**config.mk**
```make
export PLATFORM = sky130hd
export DESIGN_NAME = alphabet_symbol_bit_repacker
export DESIGN_NICKNAME = d
export VERILOG_FILES = /design/src/rtl/core/asbr_pkg.sv /design/src/rtl/core/asbr_cfg.sv /design/src/rtl/core/asbr_symbol_map.sv /design/src/rtl/core/asbr_packer.sv /design/src/rtl/core/alphabet_symbol_bit_repacker.sv
export SDC_FILE = /design/constraint.sdc
export NUM_CORES = 2
export LEC_CHECK = 0
export ABC_CLOCK_PERIOD_IN_PS = 7110
export BUFFER_PORTS_ARGS = -buffer_cell sky130_fd_sc_hd__buf_2
export CAP_MARGIN = 0
export CORE_AREA = 2 2 408 410
export DETAILED_ROUTE_END_ITERATION = 12
export DIE_AREA = 0 0 410 412
export PLACE_DENSITY = 0.76
export SLEW_MARGIN = 15
export SYNTH_ARGS = -nofsm -noshare
export SYNTH_HDL_FRONTEND = slang
export SYNTH_SLANG_ARGS = --single-unit
```
**constraint.sdc**
```tcl
create_clock -name i_clk -period 7.11 [get_ports i_clk]
set_input_delay 1.422 -clock i_clk [delete_from_list [all_inputs] [get_ports i_clk]]
set_output_delay 1.422 -clock i_clk [all_outputs]
set_load 0.03 [all_outputs]
```
**src/rtl/core/asbr_pkg.sv**
```systemverilog
package asbr_pkg;

    localparam int CHAR_W         = 8;
    localparam int POS_W          = 8;
    localparam int WORD_W         = 32;
    localparam int CNT_W          = 5;
    localparam int SYM_W          = 4;
    localparam int WB_W           = 6;
    localparam int REM_W          = 4;
    localparam int ALPHABET_DEPTH = 256;
    localparam int MAX_WORD_BITS  = 32;
    localparam int MAX_SYM_BITS   = 8;

    localparam logic [SYM_W-1:0] SYM_BITS_RST  = SYM_W'(6);
    localparam logic [WB_W-1:0]  WORD_BITS_RST = WB_W'(8);

    typedef enum logic [1:0] {
        CMD_LOAD   = 2'd0,
        CMD_DECODE = 2'd1,
        CMD_FLUSH  = 2'd2,
        CMD_CLEAR  = 2'd3
    } t_cmd;

    typedef enum logic {
        REG_SYMBOL_BITS = 1'b0,
        REG_WORD_BITS   = 1'b1
    } t_reg;

    // effective (clamped) configuration
    typedef struct packed {
        logic [SYM_W-1:0] sym_bits;
        logic [WB_W-1:0]  word_bits;
    } t_cfg;

    typedef struct packed {
        logic              set_valid;
        logic              wr_idx;
        logic              clr;
        logic [CHAR_W-1:0] addr;
        logic [POS_W-1:0]  data;
    } t_map_wr;

endpackage

```
**src/rtl/core/asbr_cfg.sv**
```systemverilog
module asbr_cfg (
    input  logic                   i_clk,
    input  logic                   i_rst_n,
    input  logic                   i_psel,
    input  logic                   i_penable,
    input  logic                   i_pwrite,
    input  logic [2:0]             i_paddr,
    input  logic [31:0]            i_pwdata,
    output logic [31:0]            o_prdata,
    output asbr_pkg::t_cfg         o_cfg
);

    logic [asbr_pkg::SYM_W-1:0] r_sym_bits;
    logic [asbr_pkg::WB_W-1:0]  r_word_bits;
    asbr_pkg::t_reg             reg_sel;
    logic                       wr;

    assign reg_sel = asbr_pkg::t_reg'(i_paddr[2]);
    assign wr      = i_psel && i_penable && i_pwrite;

    always_ff @(posedge i_clk) begin
        if (!i_rst_n) begin
            r_sym_bits  <= asbr_pkg::SYM_BITS_RST;
            r_word_bits <= asbr_pkg::WORD_BITS_RST;
        end else if (wr) begin
            unique case (reg_sel)
                asbr_pkg::REG_SYMBOL_BITS: r_sym_bits  <= i_pwdata[asbr_pkg::SYM_W-1:0];
                asbr_pkg::REG_WORD_BITS:   r_word_bits <= i_pwdata[asbr_pkg::WB_W-1:0];
                default: ;
            endcase
        end
    end

    always_comb begin
        unique case (reg_sel)
            asbr_pkg::REG_SYMBOL_BITS: o_prdata = 32'(r_sym_bits);
            asbr_pkg::REG_WORD_BITS:   o_prdata = 32'(r_word_bits);
            default:                   o_prdata = '0;
        endcase
    end

    always_comb begin
        if (r_sym_bits == '0) begin
            o_cfg.sym_bits = asbr_pkg::SYM_W'(1);
        end else if (r_sym_bits > asbr_pkg::SYM_W'(asbr_pkg::MAX_SYM_BITS)) begin
            o_cfg.sym_bits = asbr_pkg::SYM_W'(asbr_pkg::MAX_SYM_BITS);
        end else begin
            o_cfg.sym_bits = r_sym_bits;
        end
        if (r_word_bits == '0) begin
            o_cfg.word_bits = asbr_pkg::WB_W'(1);
        end else if (r_word_bits > asbr_pkg::WB_W'(asbr_pkg::MAX_WORD_BITS)) begin
            o_cfg.word_bits = asbr_pkg::WB_W'(asbr_pkg::MAX_WORD_BITS);
        end else begin
            o_cfg.word_bits = r_word_bits;
        end
    end

endmodule

```
**src/rtl/core/asbr_symbol_map.sv**
```systemverilog
module asbr_symbol_map (
    input  logic                            i_clk,
    input  logic                            i_rst_n,
    input  logic                            i_rd_en,
    input  logic [asbr_pkg::CHAR_W-1:0]     i_rd_addr,
    input  logic [asbr_pkg::CHAR_W-1:0]     i_chk_addr,
    input  asbr_pkg::t_map_wr               i_wr,
    output logic [asbr_pkg::POS_W-1:0]      o_q,
    output logic                            o_valid
);

    logic [asbr_pkg::POS_W-1:0] mem [asbr_pkg::ALPHABET_DEPTH];
    logic [asbr_pkg::POS_W-1:0] r_rdata;
    logic [asbr_pkg::POS_W-1:0] r_fwd_data;
    logic                       r_fwd_hit;
    logic [asbr_pkg::ALPHABET_DEPTH-1:0] r_valid;

    always_ff @(posedge i_clk) begin
        if (i_wr.wr_idx) begin
            mem[i_wr.addr] <= i_wr.data;
        end
        if (i_rd_en) begin
            r_rdata    <= mem[i_rd_addr];
            r_fwd_data <= i_wr.data;
        end
    end

    // write to the same entry in the read cycle bypasses the array
    always_ff @(posedge i_clk) begin
        if (!i_rst_n) begin
            r_fwd_hit <= 1'b0;
        end else if (i_rd_en) begin
            r_fwd_hit <= i_wr.wr_idx && (i_wr.addr == i_rd_addr);
        end
    end

    always_ff @(posedge i_clk) begin
        if (!i_rst_n || i_wr.clr) begin
            r_valid <= '0;
        end else if (i_wr.set_valid) begin
            r_valid[i_wr.addr] <= 1'b1;
        end
    end

    assign o_q     = r_fwd_hit ? r_fwd_data : r_rdata;
    assign o_valid = r_valid[i_chk_addr];

endmodule

```
**src/rtl/core/asbr_packer.sv**
```systemverilog
module asbr_packer (
    input  logic                            i_clk,
    input  logic                            i_rst_n,
    input  asbr_pkg::t_cfg                  i_cfg,
    input  logic                            i_in_valid,
    output logic                            o_in_ready,
    input  asbr_pkg::t_cmd                  i_cmd,
    input  logic [asbr_pkg::CHAR_W-1:0]     i_char,
    input  logic [asbr_pkg::POS_W-1:0]      i_pos,
    output logic                            o_rd_en,
    output logic [asbr_pkg::CHAR_W-1:0]     o_rd_addr,
    output logic [asbr_pkg::CHAR_W-1:0]     o_chk_addr,
    input  logic [asbr_pkg::POS_W-1:0]      i_map_q,
    input  logic                            i_map_valid,
    output asbr_pkg::t_map_wr               o_map_wr,
    output logic                            o_out_valid,
    input  logic                            i_out_ready,
    output logic [asbr_pkg::WORD_W-1:0]     o_word,
    output logic                            o_last,
    output logic                            o_partial
);

    function automatic logic [asbr_pkg::POS_W-1:0] low_mask(input logic [asbr_pkg::REM_W-1:0] k);
        logic [asbr_pkg::POS_W:0] m;
        m = ((asbr_pkg::POS_W+1)'(1) << k) - (asbr_pkg::POS_W+1)'(1);
        return m[asbr_pkg::POS_W-1:0];
    endfunction

    logic                           r_s1_valid;
    asbr_pkg::t_cmd                 r_cmd;
    logic [asbr_pkg::CHAR_W-1:0]    r_char;
    logic [asbr_pkg::POS_W-1:0]     r_pos;
    logic [asbr_pkg::REM_W-1:0]     r_rem;
    logic [asbr_pkg::WORD_W-1:0]    r_acc;
    logic [asbr_pkg::CNT_W-1:0]     r_cnt;
    logic                           r_out_valid;
    logic [asbr_pkg::WORD_W-1:0]    r_word;
    logic                           r_last;
    logic                           r_partial;

    logic [asbr_pkg::POS_W-1:0]     idx;
    logic [asbr_pkg::WB_W-1:0]      cnt_w;
    logic [asbr_pkg::WB_W-1:0]      rem_w;
    logic [asbr_pkg::WB_W-1:0]      wb;
    logic                           over;
    logic                           dec_emit;
    logic [asbr_pkg::REM_W-1:0]     take;
    logic [asbr_pkg::REM_W-1:0]     rest;
    logic [asbr_pkg::POS_W-1:0]     chunk;
    logic [asbr_pkg::WORD_W-1:0]    shifted;
    logic [asbr_pkg::POS_W-1:0]     tail;
    logic                           more;
    logic                           emit;
    logic                           out_free;
    logic                           step;
    logic                           done;
    logic                           accept;
    logic                           pos_ok;

    always_comb begin
        idx      = i_map_valid ? i_map_q : '0;
        cnt_w    = asbr_pkg::WB_W'(r_cnt);
        rem_w    = asbr_pkg::WB_W'(r_rem);
        wb       = i_cfg.word_bits;
        over     = cnt_w >= wb;
        dec_emit = over || ((cnt_w + rem_w) >= wb);
        if (over) begin
            take = asbr_pkg::REM_W'(1);
        end else if (dec_emit) begin
            take = asbr_pkg::REM_W'(wb - cnt_w);
        end else begin
            take = r_rem;
        end
        rest     = r_rem - take;
        chunk    = (idx >> rest) & low_mask(take);
        shifted  = (r_acc << take) | asbr_pkg::WORD_W'(chunk);
        tail     = idx & low_mask(rest);
        more     = dec_emit && (asbr_pkg::WB_W'(rest) >= wb);
        emit     = r_s1_valid
                 && (((r_cmd == asbr_pkg::CMD_DECODE) && dec_emit)
                 ||  ((r_cmd == asbr_pkg::CMD_FLUSH) && (r_cnt != '0)));
        out_free = !r_out_valid || i_out_ready;
        step     = r_s1_valid && (!emit || out_free);
        done     = step && !((r_cmd == asbr_pkg::CMD_DECODE) && more);
        pos_ok   = (r_pos >> i_cfg.sym_bits) == '0;
    end

    assign o_in_ready = !r_s1_valid || done;
    assign accept     = i_in_valid && o_in_ready;
    assign o_rd_en    = accept;
    assign o_rd_addr  = i_char;
    assign o_chk_addr = r_char;

    always_comb begin
        o_map_wr.set_valid = step && (r_cmd == asbr_pkg::CMD_LOAD) && pos_ok;
        o_map_wr.wr_idx    = o_map_wr.set_valid && (!i_map_valid || (r_pos < i_map_q));
        o_map_wr.clr       = step && (r_cmd == asbr_pkg::CMD_CLEAR);
        o_map_wr.addr      = r_char;
        o_map_wr.data      = r_pos;
    end

    always_ff @(posedge i_clk) begin
        if (accept) begin
            r_cmd  <= i_cmd;
            r_char <= i_char;
            r_pos  <= i_pos;
        end
        if (emit && step) begin
            if (r_cmd == asbr_pkg::CMD_DECODE) begin
                r_word    <= shifted;
                r_last    <= !more;
                r_partial <= 1'b0;
            end else begin
                r_word    <= r_acc << 1;
                r_last    <= 1'b1;
                r_partial <= 1'b1;
            end
        end
    end

    always_ff @(posedge i_clk) begin
        if (!i_rst_n) begin
            r_s1_valid  <= 1'b0;
            r_rem       <= '0;
            r_acc       <= '0;
            r_cnt       <= '0;
            r_out_valid <= 1'b0;
        end else begin
            if (accept) begin
                r_s1_valid <= 1'b1;
                r_rem      <= i_cfg.sym_bits;
            end else if (done) begin
                r_s1_valid <= 1'b0;
            end

            if (step) begin
                case (r_cmd)
                    asbr_pkg::CMD_DECODE: begin
                        if (!dec_emit) begin
                            r_acc <= shifted;
                            r_cnt <= asbr_pkg::CNT_W'(cnt_w + rem_w);
                        end else if (more) begin
                            r_acc <= '0;
                            r_cnt <= '0;
                            r_rem <= rest;
                        end else begin
                            r_acc <= asbr_pkg::WORD_W'(tail);
                            r_cnt <= asbr_pkg::CNT_W'(rest);
                        end
                    end
                    asbr_pkg::CMD_FLUSH: begin
                        r_acc <= '0;
                        r_cnt <= '0;
                    end
                    default: ;
                endcase
            end

            if (emit && step) begin
                r_out_valid <= 1'b1;
            end else if (i_out_ready) begin
                r_out_valid <= 1'b0;
            end
        end
    end

    assign o_out_valid = r_out_valid;
    assign o_word      = r_word;
    assign o_last      = r_last;
    assign o_partial   = r_partial;

endmodule

```
**src/rtl/core/alphabet_symbol_bit_repacker.sv**
```systemverilog
// channel   dir  handshake           payload
// s_*       in   s_tvalid/s_tready   tdata: char_code, alpha_position; tuser: cmd
// m_*       out  m_tvalid/m_tready   tdata: word; tlast: last_of_run; tuser: is_partial
// apb       in   psel/penable/pready reg 0 symbol_bits @0x0, reg 1 word_bits @0x4
//
// One item per cycle unless the output register stalls; a decode that fills k
// words holds the input until all pass the output register, one word per cycle
// while unstalled. The symbol map is read at transfer, used from the next cycle.
// Synchronous active-low reset; the valid marks clear at once, no sweep.
// A full output register stalls only items that produce a word.
module alphabet_symbol_bit_repacker (
    input  logic        i_clk,
    input  logic        i_rst_n,
    input  logic        s_tvalid,
    output logic        s_tready,
    input  logic [15:0] s_tdata,   // [7:0] char_code, [15:8] alpha_position
    input  logic [1:0]  s_tuser,   // [1:0] cmd
    output logic        m_tvalid,
    input  logic        m_tready,
    output logic [31:0] m_tdata,   // [31:0] word
    output logic        m_tlast,
    output logic        m_tuser,   // [0] is_partial
    input  logic        psel,
    input  logic        penable,
    input  logic        pwrite,
    input  logic [2:0]  paddr,
    input  logic [31:0] pwdata,
    output logic [31:0] prdata,
    output logic        pready
);

    asbr_pkg::t_cfg                   cfg;
    asbr_pkg::t_map_wr                map_wr;
    logic                             rd_en;
    logic [asbr_pkg::CHAR_W-1:0]      rd_addr;
    logic [asbr_pkg::CHAR_W-1:0]      chk_addr;
    logic [asbr_pkg::POS_W-1:0]       map_q;
    logic                             map_valid;

    assign pready = 1'b1;

    asbr_cfg u_cfg (
        .i_clk     (i_clk),
        .i_rst_n   (i_rst_n),
        .i_psel    (psel),
        .i_penable (penable),
        .i_pwrite  (pwrite),
        .i_paddr   (paddr),
        .i_pwdata  (pwdata),
        .o_prdata  (prdata),
        .o_cfg     (cfg)
    );

    asbr_symbol_map u_map (
        .i_clk      (i_clk),
        .i_rst_n    (i_rst_n),
        .i_rd_en    (rd_en),
        .i_rd_addr  (rd_addr),
        .i_chk_addr (chk_addr),
        .i_wr       (map_wr),
        .o_q        (map_q),
        .o_valid    (map_valid)
    );

    asbr_packer u_packer (
        .i_clk       (i_clk),
        .i_rst_n     (i_rst_n),
        .i_cfg       (cfg),
        .i_in_valid  (s_tvalid),
        .o_in_ready  (s_tready),
        .i_cmd       (asbr_pkg::t_cmd'(s_tuser)),
        .i_char      (s_tdata[7:0]),
        .i_pos       (s_tdata[15:8]),
        .o_rd_en     (rd_en),
        .o_rd_addr   (rd_addr),
        .o_chk_addr  (chk_addr),
        .i_map_q     (map_q),
        .i_map_valid (map_valid),
        .o_map_wr    (map_wr),
        .o_out_valid (m_tvalid),
        .i_out_ready (m_tready),
        .o_word      (m_tdata),
        .o_last      (m_tlast),
        .o_partial   (m_tuser)
    );

endmodule

```
==> key figures <==
Clocking
  – CTS tree: done
  – Hold_buf cts: 0
  – Max H-tree Level: 4
  – Root buffer cell: clkbuf_16
  – Clk buf depth: 3
  – Skew-Pair Late Insertion Delay: 0.88 ns
  – Clock transition at path regs: 0.06 ns
  – Num CTS Buffers: 228
  – Clock Sinks: 2,426

Timing
  – RSZ-0062 raised after global routing: yes
  – # setup viols final: 0
  – Slew @ Worst Pin: 1.26 ns
  – F_max: 142 MHz
  – Setup TNS: 0 ns
  – Fin crit share: 98.7%
  – Final Hold Violating Endpoints: 0
  – Worst slew margin: 16.1%
  – Max-slew violations: 0
  – Post-Route Skew: 0.0533 ns
  – Period minus WS final: 7.02 ns

Placement
  – Dpl hpwl: 141,000 um
  – Port bufs: 73
  – Placed cells: 7,506
  – Placer Congestion: 0.885

Synthesis
  – Fraction of registers with async set/reset: 0%
  – Top cell type's share of synthesized area: 64.8%
  – Synthesized flop and latch total: 2,426
  – Post-Syn Instances: 5,285
  – Cell variety after synth: 76
  – List of most frequent post-synthesis cells: 2,116 x edfxtp_1, 730 x mux4_2, 366 x nor2_1
  – Post-synthesis area per instance: 18.5 um2
  – Top-count cell post-synth: edfxtp_1
  – Primary FF master, synth: edfxtp_1
  – Synth area leaders: edfxtp_1 65%, mux4_2 17%, dfxtp_1 6.3%, a21oi_1 1.6%, nor3_1 1.5%
  – Yosys top cell by area: edfxtp_1
  – Sequential fraction of the synthesis area: 71.2%
  – Mapped Area: 98,000 um2
  – Synthesis warning total: 0
  – EDFF count, synth: 2,116

Route
  – Vias after detailed routing: 53,956
  – Number of nets with antenna violations after routing: 0
  – Drt pass-1 iters: 8
  – Via density: 6.78
  – Final WL: 246,000 um
  – Drt wl/cell: 30.9 um
  – DR iter-0 viols: 8,091
  – Drt drc: 0

Power and ir drop
  – Total power: 0.0296 W
  – Peak supply drop: 282 uV
  – Leakage Power: 35.3 nW
  – Power Density: 269 nW/um2

Setup path
  – Worst setup endpoint: s_tready
  – Critical path origin: u_packer.r_rem[0]
  – R2R setup slack: 0.46 ns
  – R2R cell count: 37
  – Worst Setup End Kind: output pin
  – Worst path required time: 5.69 ns
  – FF-to-FF Start: u_packer.r_rem[0]
  – Worst-path fanout max: 5
  – Setup crit start kind: register
  – Worst EP arrival: 5.60 ns
  – RR Endpoint: u_packer.o_chk_addr[7]
  – Worst setup path category: reg2out

Status
  – Run status: finished clean

Global routing
  – Grt met3 use: 4.60%
  – First-pass GRT wire length: 360,000 um
  – Most Used Layer, Global Route: met2
  – Met2 Usage GRT: 47.2%
  – Vias in the first global route: 53,440
  – Total grt overflow: 0
  – Pin count of the biggest net entering global routing: 257
  – Grt met1 use: 40.2%
  – Total track usage: 29.1%
  – Antenna violations before repair: 18

Floorplanning
  – Total core area: 164,000 um2
  – Row cnt: 149
  – Io pins: 129
  – DIE AREA: 169,000 um2
  – Initial Util: 59.7%
  – Die Wd: 410 um
  – Die H: 412 um

Job
  – Max-cap violations: 0

Cells and area
  – Area Overhead vs Synth: 12.6%
  – Fin nets: 5,668
  – Fin cells: 7,953
  – Layout cells sized above 1: 28.7%

Worst hold path
  – Hold crit path type: reg2reg
-- timing repair --
item | CTS | global route
gates resized for setup | 17 | 17
pin swaps | 8 | 16
cloned | 0 | 0
endpoints found under the setup margin | 1 | 1
setup buffers | 15 | 4
endpoints found under the hold margin | 0 | 0
-- registers in the layout, summed over array words and instances (netlist names), 2 cells and up --
signal and cells:
u_map.r_valid 256, u_map.mem 2048, u_packer.o_chk_addr 8, u_cfg.r_sym_bits 4, u_packer.r_acc 32, u_packer.r_pos 8
u_packer.r_cnt 5, u_cfg.r_word_bits 6, u_map.r_rdata 8, u_packer.r_cmd 2, u_map.r_fwd_data 8, u_packer.o_word 32
u_packer.r_rem 4
-- stage by stage --
step                util, %  area, um2  setup slack [ns]  hold slack [ns]
floorplan                 -      98100             0.529            0.429
global placement       62.3     102000             0.181            0.439
detailed placement     62.3     102000             0.174            0.449
CTS                    67.0     110000           0.00323            0.464
global route           67.2     110000            -0.121            0.482
finish                 67.2     110000            0.0903            0.462
-- cell usage in the layout, fill, tap and decap left out, drive strengths merged, types with 27 or more instances in the layout --
| master | Yosys | layout |
|---|---|---|
| clkinv | 1 | 92 |
| inv | 58 | 64 |
| nand3 | 30 | 30 |
| clkbuf | 225 | 298 |
| buf | 185 | 437 |
| mux4 | 730 | 730 |
| conb | 2 | 27 |
| nand2 | 89 | 89 |
| nor3 | 301 | 301 |
| mux2i | 62 | 62 |
| o21ai | 66 | 66 |
| ha | 38 | 38 |
| mux2 | 46 | 46 |
| a21oi | 323 | 323 |
| dfxtp | 310 | 310 |
| o2111ai | 57 | 57 |
| edfxtp | 2116 | 2116 |
| nor2 | 366 | 366 |
-- worst max-delay path: stages (launching register included) --
cell and delay (ns):
dfxtp_4 0.37, ha_4 0.15, inv_2 0.04, fa_2 0.39
inv_1 0.06, a21o_1 0.11, a21oi_2 0.06, xnor2_2 0.14
ha_1 0.33, a21o_1 0.22, a21oi_4 0.22, o21ai_4 0.11
mux2i_2 0.19, nor2_2 0.16, inv_2 0.07, ha_4 0.26
a21o_1 0.12, a21oi_2 0.07, and2_1 0.15, a22o_1 0.20
or2_4 0.25, clkinv_4 0.06, ha_4 0.20, a21oi_4 0.15
o31ai_2 0.08, a31oi_1 0.21, nand2b_4 0.20, buf_6 0.14
-- kinds of logic after synthesis --
family	synth area share (%)
buffers and inverters	2.17
flip-flops	71.2
XOR/XNOR	0.152
multiplexers	17.9
AO/OA/AOI/OAI	3.85
adder cells (fa/ha/maj)	0.547
other	0.00766
AND/OR/NAND/NOR	4.16
-- layout make-up --
| type | instances | area (um2) |
|---|---|---|
| inverter | 59 | 226 |
| tap | 2189 | 2740 |
| multi-input combinational | 2415 | 26700 |
| fill | 10122 | 53900 |
| sequential | 2426 | 69800 |
| timing repair buffer | 437 | 3480 |
| clock buffer | 298 | 6120 |
| antenna | 8 | 20.0 |
| clock inverter | 121 | 1280 |
-- report_power, final --
| part | leakage (nW) | internal, W | switching, W |
|---|---|---|---|
| Sequential | 21.5 | 0.0155 | 0.0000325 |
| Clock | 3.59 | 0.00674 | 0.00530 |
| Combinational | 10.1 | 0.000738 | 0.00133 |
| Total | 35.3 | 0.0230 | 0.00666 |
-- worst min path at each step --
stage | start | end | slack, ns | cells past startpoint
2_1_floorplan | u_map.r_valid[136] | u_map.r_valid[136] | 0.43 | 2
3_5_place_dp | u_map.r_valid[218] | u_map.r_valid[218] | 0.45 | 2
3_3_place_gp | u_map.r_valid[232] | u_map.r_valid[232] | 0.44 | 2
4_1_cts | u_map.r_valid[246] | u_map.r_valid[246] | 0.46 | 2
6_report | u_map.r_valid[246] | u_map.r_valid[246] | 0.46 | 2
5_1_grt | u_map.r_valid[199] | u_map.r_valid[199] | 0.48 | 2
-- layer usage --
layer / wire length, um / up-vias
met1: 91000 / 28052
li1: - / 22086
met4: 10000 / 10
met5: 57 / -
met3: 22500 / 511
met2: 122000 / 3297
(Power assumes the default switching activity.)
